===== config.mk =====
export PLATFORM = sky130hd
export DESIGN_NAME = four_level_page_table_walker_core
export DESIGN_NICKNAME = d
export VERILOG_FILES = /design/src/sv/fltw_pkg.sv /design/src/sv/fltw_front.sv /design/src/sv/fltw_queue.sv /design/src/sv/fltw_back.sv /design/src/sv/four_level_page_table_walker_core.sv
export SDC_FILE = /design/constraint.sdc
export NUM_CORES = 1
export LEC_CHECK = 0
export ABC_AREA = 1
export BUFFER_PORTS_ARGS = -buffer_cell sky130_fd_sc_hd__clkbuf_2
export CAP_MARGIN = 10
export CORE_UTILIZATION = 50
export DETAILED_ROUTE_END_ITERATION = 10
export MAX_ROUTING_LAYER = met4
export PLACE_DENSITY = 0.72
export SYNTH_ARGS = -nofsm -noshare
export SYNTH_HDL_FRONTEND = slang
export SYNTH_SLANG_ARGS = --single-unit

===== constraint.sdc =====
create_clock -name clk -period 19.84 [get_ports clk]
set_clock_uncertainty 0.05 [all_clocks]
set_input_delay 0.992 -clock clk [delete_from_list [all_inputs] [get_ports clk]]
set_output_delay 0.992 -clock clk [all_outputs]
set_load 0.02 [all_outputs]

===== src/sv/fltw_pkg.sv =====
`timescale 1ns / 1ps
`default_nettype none
package fltw_pkg;

  localparam int unsigned AddrW  = 64;
  localparam int unsigned PaW    = 52;
  localparam int unsigned IdxW   = 9;
  localparam int unsigned EntryB = 3;   // log2 of the entry size in bytes

  // bits 51..12 of a root or an entry hold the frame
  localparam logic [AddrW-1:0] FrameMask = 64'h000F_FFFF_FFFF_F000;
  localparam logic [AddrW-1:0] OffsetMask = 64'h0000_0000_0000_0FFF;
  localparam int unsigned LargeBit = 7;

  typedef enum logic [1:0] {
    KIND_READ  = 2'd0,
    KIND_DONE  = 2'd1,
    KIND_FAULT = 2'd2
  } kind_t;

  typedef enum logic [2:0] {
    CAUSE_NONE      = 3'd0,
    CAUSE_BAD_ROOT  = 3'd1,
    CAUSE_NONCANON  = 3'd2,
    CAUSE_NOT_PRES  = 3'd3,
    CAUSE_READ_ERR  = 3'd4,
    CAUSE_TOP_LARGE = 3'd5
  } cause_t;

  typedef enum logic [1:0] {
    SIZE_4K = 2'd0,
    SIZE_2M = 2'd1,
    SIZE_1G = 2'd2
  } size_t_t;

  // one classified transaction, as it travels from front to back
  typedef struct packed {
    logic             is_req;
    cause_t           cause;   // fault found without walk state
    logic             big_page;
    logic [AddrW-1:0] base;    // table root, or entry frame bits in place
    logic [AddrW-1:0] va;      // request address, requests only
  } entry_t;

  localparam int unsigned EntryW = $bits(entry_t);

endpackage
`default_nettype wire


===== src/sv/fltw_front.sv =====
`timescale 1ns / 1ps
`default_nettype none
module fltw_front
  import fltw_pkg::*;
(
  input  wire logic             req_type,
  input  wire logic [AddrW-1:0] table_root,
  input  wire logic [AddrW-1:0] virtual_address,
  input  wire logic [AddrW-1:0] read_data,
  input  wire logic             read_ok,
  output entry_t                classified
);

  logic root_bad;
  logic canon;

  // canonical: bits 63..47 all equal
  assign canon    = (&virtual_address[AddrW-1:47]) | ~(|virtual_address[AddrW-1:47]);
  assign root_bad = ((table_root & FrameMask) == '0) | ((table_root & OffsetMask) != '0);

  always_comb begin
    classified.is_req   = ~req_type;
    classified.va       = virtual_address;
    classified.big_page = read_data[LargeBit];
    if (!req_type) begin
      classified.base = table_root;
      if (root_bad) begin
        classified.cause = CAUSE_BAD_ROOT;
      end else if (!canon) begin
        classified.cause = CAUSE_NONCANON;
      end else begin
        classified.cause = CAUSE_NONE;
      end
    end else begin
      classified.base = read_data & FrameMask;
      // read error is checked before the present bit
      if (!read_ok) begin
        classified.cause = CAUSE_READ_ERR;
      end else if (!read_data[0]) begin
        classified.cause = CAUSE_NOT_PRES;
      end else begin
        classified.cause = CAUSE_NONE;
      end
    end
  end

endmodule
`default_nettype wire


===== src/sv/fltw_queue.sv =====
`timescale 1ns / 1ps
`default_nettype none
module fltw_queue
  import fltw_pkg::*;
(
  input  wire logic   clk,
  input  wire logic   rst,
  input  wire logic   push,
  input  wire entry_t push_data,
  output logic        full,
  output logic        pop_valid,
  output entry_t      pop_data,
  input  wire logic   pop
);

  entry_t     slots [2];
  logic       wr_ptr;
  logic       rd_ptr;
  logic [1:0] count;
  logic [1:0] count_next;

  assign full      = (count == 2'd2);
  assign pop_valid = (count != 2'd0);
  assign pop_data  = slots[rd_ptr];

  always_comb begin
    count_next = count;
    if (push && !(pop && pop_valid)) begin
      count_next = count + 2'd1;
    end else if (!push && pop && pop_valid) begin
      count_next = count - 2'd1;
    end
  end

  always_ff @(posedge clk) begin
    if (rst) begin
      wr_ptr <= 1'b0;
      rd_ptr <= 1'b0;
      count  <= 2'd0;
    end else begin
      count <= count_next;
      if (push) begin
        wr_ptr <= ~wr_ptr;
      end
      if (pop && pop_valid) begin
        rd_ptr <= ~rd_ptr;
      end
    end
  end

  always_ff @(posedge clk) begin
    if (push) begin
      slots[wr_ptr] <= push_data;
    end
  end

endmodule
`default_nettype wire


===== src/sv/fltw_back.sv =====
`timescale 1ns / 1ps
`default_nettype none
module fltw_back
  import fltw_pkg::*;
(
  input  wire logic         clk,
  input  wire logic         rst,
  input  wire logic         q_valid,
  input  wire entry_t       q_data,
  output logic              q_pop,
  output logic              result_valid,
  input  wire logic         result_stall,
  output logic [1:0]        result_kind,
  output logic [AddrW-1:0]  read_address,
  output logic [PaW-1:0]    phys_addr,
  output logic [1:0]        mapped_size,
  output logic [2:0]        fault_cause
);

  typedef enum logic [4:0] {
    LVL_IDLE = 5'b00001,
    LVL_4    = 5'b00010,
    LVL_3    = 5'b00100,
    LVL_2    = 5'b01000,
    LVL_1    = 5'b10000
  } level_t;

  level_t           walk_level;
  level_t           walk_level_next;
  logic [AddrW-1:0] held_address;
  logic [AddrW-1:0] held_address_next;

  logic             make;
  kind_t            kind_next;
  logic [AddrW-1:0] rd_base;
  logic [IdxW-1:0]  rd_idx;
  logic [AddrW-1:0] rd_addr_next;
  logic [PaW-1:0]   pa_next;
  size_t_t          size_next;
  cause_t           cause_next;

  assign q_pop = q_valid && (!result_valid || !result_stall);

  assign rd_addr_next = rd_base + {{(AddrW-IdxW-EntryB){1'b0}}, rd_idx, {EntryB{1'b0}}};

  always_comb begin
    walk_level_next   = walk_level;
    held_address_next = held_address;
    make       = 1'b0;
    kind_next  = KIND_READ;
    rd_base    = '0;
    rd_idx     = '0;
    pa_next    = '0;
    size_next  = SIZE_4K;
    cause_next = CAUSE_NONE;
    if (q_data.is_req) begin
      make = 1'b1;
      walk_level_next = LVL_IDLE;
      if (q_data.cause != CAUSE_NONE) begin
        kind_next  = KIND_FAULT;
        cause_next = q_data.cause;
      end else begin
        held_address_next = q_data.va;
        rd_base   = q_data.base;
        rd_idx    = q_data.va[47:39];
        walk_level_next = LVL_4;
      end
    end else if (walk_level != LVL_IDLE) begin
      make = 1'b1;
      if (q_data.cause != CAUSE_NONE) begin
        kind_next  = KIND_FAULT;
        cause_next = q_data.cause;
        walk_level_next = LVL_IDLE;
      end else begin
        unique case (walk_level)
          LVL_4: begin
            if (q_data.big_page) begin
              kind_next  = KIND_FAULT;
              cause_next = CAUSE_TOP_LARGE;
              walk_level_next = LVL_IDLE;
            end else begin
              rd_base = q_data.base;
              rd_idx  = held_address[38:30];
              walk_level_next = LVL_3;
            end
          end
          LVL_3: begin
            if (q_data.big_page) begin
              kind_next = KIND_DONE;
              pa_next   = {q_data.base[PaW-1:30], held_address[29:0]};
              size_next = SIZE_1G;
              walk_level_next = LVL_IDLE;
            end else begin
              rd_base = q_data.base;
              rd_idx  = held_address[29:21];
              walk_level_next = LVL_2;
            end
          end
          LVL_2: begin
            if (q_data.big_page) begin
              kind_next = KIND_DONE;
              pa_next   = {q_data.base[PaW-1:21], held_address[20:0]};
              size_next = SIZE_2M;
              walk_level_next = LVL_IDLE;
            end else begin
              rd_base = q_data.base;
              rd_idx  = held_address[20:12];
              walk_level_next = LVL_1;
            end
          end
          default: begin
            kind_next = KIND_DONE;
            pa_next   = {q_data.base[PaW-1:12], held_address[11:0]};
            size_next = SIZE_4K;
            walk_level_next = LVL_IDLE;
          end
        endcase
      end
    end
  end

  always_ff @(posedge clk) begin
    if (rst) begin
      walk_level   <= LVL_IDLE;
      held_address <= '0;
      result_valid <= 1'b0;
    end else begin
      if (q_pop) begin
        walk_level   <= walk_level_next;
        held_address <= held_address_next;
      end
      if (q_pop && make) begin
        result_valid <= 1'b1;
      end else if (!result_stall) begin
        result_valid <= 1'b0;
      end
    end
  end

  always_ff @(posedge clk) begin
    if (q_pop && make) begin
      result_kind  <= kind_next;
      read_address <= (kind_next == KIND_READ) ? rd_addr_next : '0;
      phys_addr    <= pa_next;
      mapped_size  <= size_next;
      fault_cause  <= cause_next;
    end
  end

endmodule
`default_nettype wire


===== src/sv/four_level_page_table_walker_core.sv =====
`timescale 1ns / 1ps
`default_nettype none
// Four-level page-table walker. Requests (req_type 0) and entry read responses
// (req_type 1) share one input channel; each input transaction gives zero or one
// result transaction: an entry read request, a finished translation (1G, 2M or 4K)
// or a fault. A new request abandons any walk in progress; a response while idle
// is dropped. One input transaction is taken every cycle in steady state while
// the result side is not stalled. Each input first passes through the two-entry
// queue behind the classifier; the walk stage then registers its result, which is
// offered on result_valid. The single 64-bit add of base and index in the walk
// stage sets the clock path.
module four_level_page_table_walker_core
  import fltw_pkg::*;
(
  input  wire logic             clk,
  input  wire logic             rst,
  // input channel
  input  wire logic             item_valid,
  output logic                  item_stall,
  input  wire logic             req_type,
  input  wire logic [AddrW-1:0] table_root,
  input  wire logic [AddrW-1:0] virtual_address,
  input  wire logic [AddrW-1:0] read_data,
  input  wire logic             read_ok,
  // result channel
  output logic                  result_valid,
  input  wire logic             result_stall,
  output logic [1:0]            result_kind,
  output logic [AddrW-1:0]      read_address,
  output logic [PaW-1:0]        phys_addr,
  output logic [1:0]            mapped_size,
  output logic [2:0]            fault_cause
);

  entry_t classified;
  entry_t q_data;
  logic   q_full;
  logic   q_valid;
  logic   q_pop;

  // front: root, canonical and entry checks need no walk state
  fltw_front u_front (
    .req_type        (req_type),
    .table_root      (table_root),
    .virtual_address (virtual_address),
    .read_data       (read_data),
    .read_ok         (read_ok),
    .classified      (classified)
  );

  // stall only when both queue slots are taken
  assign item_stall = q_full;

  fltw_queue u_queue (
    .clk       (clk),
    .rst       (rst),
    .push      (item_valid && !item_stall),
    .push_data (classified),
    .full      (q_full),
    .pop_valid (q_valid),
    .pop_data  (q_data),
    .pop       (q_pop)
  );

  // back: walk level, held address, next read address and final mapping
  fltw_back u_back (
    .clk          (clk),
    .rst          (rst),
    .q_valid      (q_valid),
    .q_data       (q_data),
    .q_pop        (q_pop),
    .result_valid (result_valid),
    .result_stall (result_stall),
    .result_kind  (result_kind),
    .read_address (read_address),
    .phys_addr    (phys_addr),
    .mapped_size  (mapped_size),
    .fault_cause  (fault_cause)
  );

  // a fault always carries a cause
  a_fault_cause: assert property (@(posedge clk) disable iff (rst)
    (result_valid && result_kind == KIND_FAULT) |-> fault_cause != CAUSE_NONE)
    else $error("fault without cause");

  // entry reads are 8-byte aligned and carry no translation
  a_read_align: assert property (@(posedge clk) disable iff (rst)
    (result_valid && result_kind == KIND_READ) |->
      (read_address[2:0] == 3'd0 && phys_addr == '0))
    else $error("bad entry read");

  // a finished translation has no cause and no read address
  a_done_clean: assert property (@(posedge clk) disable iff (rst)
    (result_valid && result_kind == KIND_DONE) |->
      (fault_cause == CAUSE_NONE && read_address == '0))
    else $error("bad translation result");

  // with the result side free, the queue drains so input cannot stay stalled
  a_no_deadlock: assert property (@(posedge clk) disable iff (rst)
    (item_stall && !result_stall && $past(!result_stall) && !$past(rst)) |-> !$past(item_stall))
    else $error("input stalled while result side free");

endmodule
`default_nettype wire

==> results by group, run 1 <==
Finish
  • Number of fill cells: 3160
  • Total number of nets in the final design: 2441
  • Proportion of layout cells with a drive suffix above 1: 0.222
  • Sequential cell area: 11700 um^2
  • Combined area of the multi-input logic cells: 6060 um^2
  • Area Growth Syn to Fin: 17.4%
  • Count of inserted antenna diode cells: 0
  • Post-Layout Cell Count: 2775

Routing
  • Average wire per standard cell: 18.6 um
  • DRC viols: 0
  • Count of nets left with antenna violations after detail routing: 0
  • Vias post-DR: around 15000
  • Post-detailed-routing wire length: 51.5 mm
  • Number of detailed-route iterations in the first pass: 7
  • Routed via count divided by cell count: 5.26
  • DRC marker count from the first detailed-route iteration: about 1400

Floorplanning
  • Area enclosed by the die boundary: 38800 um^2
  • Die height: between 150 and 200 um
  • Row count: 71
  • Effective utilization at floorplan: 0.506
  • Horizontal extent of the die: 197 um
  • Area inside the core boundary: ~38000 um^2
  • I/O Pins: 323

CTS
  • Clock root buffer: clkbuf_16
  • Clock latency reported for the late side of the worst-skew pair: 550 ps
  • Maximum clock insertion buffer count: 3
  • Resized cells post-CTS: 0
  • Total number of H-tree levels: 2
  • Clock tree from TritonCTS: yes
  • Number of clock buffers inserted by TritonCTS: 41
  • Post CTS Setup Buffer Count: 0
  • Hold-fix buffers, CTS: 0
  • # clock sinks: 407
  • Clock transition at the registers of the reported paths: 60 ps

Timing
  • Final Cycle Share: 0.308
  • Final Critical Period: approximately 6000 ps
  • Hold WS: 400 ps
  • Final hold violations: 0
  • Maximum clock frequency: 163 MHz
  • Transition time at the pin with the least slew margin: ~1200 ps
  • RSZ-0062 raised after global routing: false
  • Number of failing setup endpoints in the final timing report: 0
  • Worst max-slew margin expressed relative to the limit: 0.217
  • Post-Route Setup TNS: 0 ps
  • Count of final max-slew check failures: 0

Yosys
  • Flip-flop and latch count after synthesis: roughly 400
  • Distinct cells, synth: between 50 and 60
  • Post-synth ARST share: 0
  • Count of synthesis-stage warnings from yosys: 0
  • Main flop type after synthesis: edfxtp_1
  • Synthesized instance count: around 1900
  • Net count after synthesis: 2150
  • EDFF count, synth: around 360
  • Post-synthesis sequential area ratio: 0.616
  • Average instance area after synthesis: around 10 um^2
  • Cell area after synthesis: 19000 um^2

GRT
  • Leftover overflow at the end of global routing: 0
  • Global-route wire length before repair: 77.2 mm
  • Number of global-route vias before repair: 13500
  • Initial antenna violation count: 0
  • Pin count of the biggest net entering global routing: between 90 and 100
  • Total routing resource utilization after global routing: 0.274

Placed design
  • Post-detail-place hpwl: 38.3 mm
  • Port Buffers: 300
  • Placer congestion estimate: 0.930
  • Placed Cells: about 2700

Power
  • Pleak: 9.31 nW
  • Max VDD drop: 68.8 uV
  • PwrDens: around 130 nW/um^2

Worst setup path
  • Critical path launch point type: flop
  • Critical path start-end classification: flop to flop
  • Crit-path max FO: 96
  • Data arrival time of the critical path: 6350 ps
  • Endpoint kind of the worst setup timing path: flop
  • Crit path required time: 20070 ps

Job
  • # Max-Cap Violations: 0

Run status
  • Result of the run: finished clean

Hold path
  • Kind of path behind the tightest hold check: flop to flop
==> registers in the layout, summed over array words and instances, names as in the netlist, named ones only <==
signal,cells
u_back.phys_addr,52
u_back.mapped_size,2
u_queue.rd_ptr,1
u_queue.wr_ptr,1
u_back.result_valid,1
u_back.fault_cause,3
u_back.walk_level,5
u_back.result_kind,2
u_queue.slots,234
u_back.read_address,64
u_queue.count,2
u_back.held_address,39
==> final cells by class <==
type,count,share of cell area
Timing Repair Buffer,313,0.0716
Clock buffer,52,0.0496
Multi-Input combinational cell,1224,0.271
Clock inverter,22,0.0125
Sequential cell,407,0.525
Inverter,246,0.0413
Tap cell,511,0.0286
==> path summary, 6_finish.rpt <==
check,start,end,slack [ps],cells after the start
hold / removal,u_queue.rd_ptr,flop,400,1
setup / recovery,flop,u_back.read_address[25],13720,25
hold reg to reg,u_queue.rd_ptr,flop,400,1
setup reg to reg,flop,u_back.read_address[25],13720,25
==> power by group <==
group / switching, mW / internal (mW)
Clock: 0.320 / 0.476
Sequential: 0.0746 / 1.18
Combinational: 0.589 / 0.183
Total: 0.983 / 1.84
==> worst max-delay path, stage by stage, from the launching register on <==
cell and delay (ps):
dfxtp_4 740, buf_4 700, nand2_1 110, nand2_1 120, nand3_2 120, inv_1 130
nand2_4 150, nand2_8 540, inv_1 90, buf_4 250, a21oi_1 450, ha_1 370
fa_1 300, nand2_1 70, inv_1 80, o21ai_0 100, nand2_1 170, nand2_1 70
nand2_1 100, nand4_1 120, nand2_2 200, nand2_4 110, nor2_8 210, nand4_1 130
o21ai_1 200, inv_1 80
==> layer usage <==
metal / global-route usage / vias to the layer above / part of all wire
li1: - / 7067 / -
met1: 0.377 / 6911 / 0.44
met2: 0.423 / 510 / 0.46
met3: 0.0391 / 101 / 0.065
met4: 0.0867 / 0 / 0.032
met5: - / - / 0
==> kinds of logic (layout without fill, tap and decap cells) <==
group | Yosys count | count (layout) | share of synthesized area
buffers and inverters | 311 | 633 | 0.0662
adders and majority gates | 10 | 10 | 0.00697
and+or+nand+nor | 930 | 930 | 0.223
AOI/OAI and AO/OA | 253 | 253 | 0.0735
xor gates and xnor gates | 27 | 27 | 0.0124
DFF | 407 | 407 | 0.616
muxes | 4 | 4 | 0.00217
==> cell usage in the layout, fill, tap and decap left out, drive strengths merged, types with 14 or more instances in the layout <==
cell and count:
nand3 106, o22ai 16, inv 245, clkinv 14
nand2 489, dfxtp 50, xor2 21, a31oi 23
or2 40, nor2 235, o21ai 125, clkbuf 352
edfxtp 357, nand4 31, a21oi 68
==> cell usage after synthesis, drive strengths merged (6+ instances only) <==
| master | count | area share |
|---|---|---|
| clkbuf | 41 | 0.0082 |
| o32ai | 13 | 0.0060 |
| or2 | 40 | 0.013 |
| nand2 | 489 | 0.099 |
| nand4 | 31 | 0.011 |
| nor3 | 11 | 0.0037 |
| a31oi | 23 | 0.0076 |
| inv | 243 | 0.048 |
| buf | 24 | 0.0095 |
| o22ai | 16 | 0.0053 |
| edfxtp | 357 | 0.56 |
| o21ai | 125 | 0.034 |
| ha | 9 | 0.0059 |
| nor2 | 235 | 0.053 |
| dfxtp | 50 | 0.053 |
| xor2 | 21 | 0.0097 |
| nand3 | 106 | 0.036 |
| nor4 | 13 | 0.0043 |
| a21oi | 68 | 0.018 |
| xnor2 | 6 | 0.0028 |
==> stage by stage <==
| step | setup WS, ps | util | instance area, um^2 | power, mW |
|---|---|---|---|---|
| floorplan | 11840 | - | 19000 | 1.78 |
| global placement | 13940 | 0.558 | 21000 | 2.04 |
| detailed placement | 13880 | 0.558 | 21000 | 2.05 |
| CTS | 13860 | 0.595 | 22300 | 2.84 |
| global route | 13250 | 0.595 | 22300 | 2.95 |
| finish | 13720 | 0.595 | 22300 | 2.83 |
Power figures use the tool's default switching activity.
==> run 2, diff against run 1 <==
--- a/config.mk
+++ b/config.mk
@@ -11,7 +11,7 @@
 export CORE_UTILIZATION = 50
 export DETAILED_ROUTE_END_ITERATION = 10
 export MAX_ROUTING_LAYER = met4
-export PLACE_DENSITY = 0.72
+export PLACE_DENSITY = 0.75
 export SYNTH_ARGS = -nofsm -noshare
 export SYNTH_HDL_FRONTEND = slang
 export SYNTH_SLANG_ARGS = --single-unit
==> constraint.sdc (replaced) <==
create_clock -name clk -period 5.2 [get_ports clk]
set_clock_uncertainty 0.05 [all_clocks]
set_input_delay 0.26 -clock clk [delete_from_list [all_inputs] [get_ports clk]]
set_output_delay 0.26 -clock clk [all_outputs]
set_load 0.02 [all_outputs]
==> run 2 against run 1 <==
Worst hold slack got worse by 400 ps. Global-route usage increased by 0.49 points. Utilization increased by 2.5 points. Critical path type unchanged. Largest cell class unchanged. Largest power group unchanged. Highest routed layer unchanged.
==> results by group, run 2 (same netlist as run 1, synthesis figures left out) <==
Run status
  • Result of the run: finished clean

Timing
  • Transition time at the pin with the least slew margin: 1140 ps
  • RSZ-0062 raised after global routing: false
  • Final Critical Period: 4400 ps
  • Worst max-slew margin expressed relative to the limit: 0.242
  • Final Cycle Share: 0.846
  • PnR worst setup slack: 799 ps
  • Final hold violations: 0
  • Hold WS: 4.49 ps
  • Number of failing setup endpoints in the final timing report: 0
  • Post-Route Setup TNS: 0 ps
  • Maximum clock frequency: between 200 and 250 MHz
  • Count of final max-slew check failures: 0

CTS
  • Maximum clock insertion buffer count: 3
  • Resized cells post-CTS: 0
  • Clock transition at the registers of the reported paths: about 60 ps
  • Hold-fix buffers, CTS: 104
  • Clock tree from TritonCTS: yes
  • Post CTS Setup Buffer Count: 0
  • Total number of H-tree levels: 2
  • Clock latency reported for the late side of the worst-skew pair: 550 ps
  • Clock root buffer: clkbuf_16
  • Number of clock buffers inserted by TritonCTS: 40
  • # clock sinks: 407

Routing
  • Routed via count divided by cell count: 5.21
  • Average wire per standard cell: between 15 and 20 um
  • Post-detailed-routing wire length: 52.8 mm
  • DRC marker count from the first detailed-route iteration: about 1500
  • Vias post-DR: between 15000 and 20000
  • Number of detailed-route iterations in the first pass: 5
  • Count of nets left with antenna violations after detail routing: 0
  • DRC viols: 0

Worst setup path
  • Crit-path max FO: 27
  • Crit path required time: 5440 ps
  • Data arrival time of the critical path: 4640 ps
  • Critical path start-end classification: flop to flop
  • Critical path launch point type: flop
  • Endpoint kind of the worst setup timing path: flop

GRT
  • Global-route wire length before repair: a little under 80 mm
  • Initial antenna violation count: 1
  • Pin count of the biggest net entering global routing: 103
  • Leftover overflow at the end of global routing: 0
  • Total routing resource utilization after global routing: 0.279
  • Number of global-route vias before repair: about 14000

Finish
  • Total number of nets in the final design: approximately 2600
  • Top library cells by usage in the layout, fill and taps aside: nand2_1 (479), edfxtp_1 (357), clkbuf_2 (300), inv_1 (233), nor2_1 (197)
  • Largest register FFs: about 230
  • Area Growth Syn to Fin: 22.5%
  • Register ranked first by flip-flop count: u_queue.slots
  • Most common cell after layout, fill and taps aside: nand2_1
  • Proportion of layout cells with a drive suffix above 1: 0.210
  • Registers with the most flip-flops: u_queue.slots (234), u_back.read_address (64), u_back.phys_addr (52)

Placed design
  • Placer congestion estimate: 0.962
  • Post-detail-place hpwl: 38.2 mm
  • Worst setup slack after placement: 907 ps
  • Port Buffers: 300

Power
  • Max VDD drop: 208 uV
  • Pleak: 9.72 nW
  • PwrDens: 455 nW/um^2

Floorplanning
  • Die height: 197 um
  • Area enclosed by the die boundary: 38800 um^2
  • Area inside the core boundary: 37600 um^2
  • Horizontal extent of the die: 197 um
  • I/O Pins: 323
  • Row count: 71
  • Effective utilization at floorplan: 0.506

Hold path
  • Kind of path behind the tightest hold check: primary input to flop

Job
  • # Max-Cap Violations: 0
[run 2: final cells by class]
| type | count | area (um^2) |
|---|---|---|
| Inverter | 246 | 923 |
| Antenna cell | 1 | 2.50 |
| Clock buffer | 60 | 1120 |
| Fill cell | 3119 | 14300 |
| Timing Repair Buffer | 425 | 2730 |
| Tap cell | 511 | 639 |
| Clock inverter | 12 | 98.8 |
| Sequential cell | 407 | 11700 |
| Multi-Input combinational cell | 1224 | 6060 |
[run 2: final timing paths]
kind         cells after the start            from  slack (ps)                 endpoint
max reg2reg                     23            flop         800  u_back.read_address[31]
max                             23            flop         800  u_back.read_address[31]
min reg2reg                      1  u_queue.rd_ptr         420                     flop
min                              3   read_data[35]           4     u_queue.slots[1][99]
[run 2: power breakdown]
part | switching, mW | leakage, nW | internal (mW)
clock network | 1.18 | 0.585 | 1.54
logic | 2.28 | 5.34 | 0.777
registers | 0.299 | 3.80 | 4.52
total | 3.76 | 9.72 | 6.84
[run 2: metal layers]
| metal | GRT usage | vias to the layer above | wire length, um |
|---|---|---|---|
| li1 | - | 7296 | - |
| met1 | 0.381 | 7061 | 23300 |
| met2 | 0.430 | 562 | 24500 |
| met3 | 0.0359 | 103 | 3270 |
| met4 | 0.101 | 0 | 1760 |
| met5 | - | - | 0 |
[run 2: critical path: stages (launching register included)]
cell     delay (ps)
dfxtp_4         530
nand2_1          90
nand2_1         110
nand3_2         110
inv_1           120
nand2_4         150
nand2_8         230
inv_1           250
a21oi_1         460
ha_1            340
fa_1            250
nand2_1          70
inv_1            70
o21ai_0          90
nand2_1         110
nand2_1          60
nand2_1         100
nand4_1         120
nand2_2         180
nand2_4         110
nor2_8          220
nand2_1          90
xor2_1          130
inv_1            60
[run 2: metrics by stage]
stage,cells,cell area (um^2),util,total power [mW]
after CTS,2885,23300,0.620,10.6
after floorplan,1942,19000,-,6.72
after detailed placement,2709,21000,0.560,7.86
final,2886,23300,0.620,10.6
after global placement,2709,21000,0.560,7.80
after global routing,2886,23300,0.620,11.1
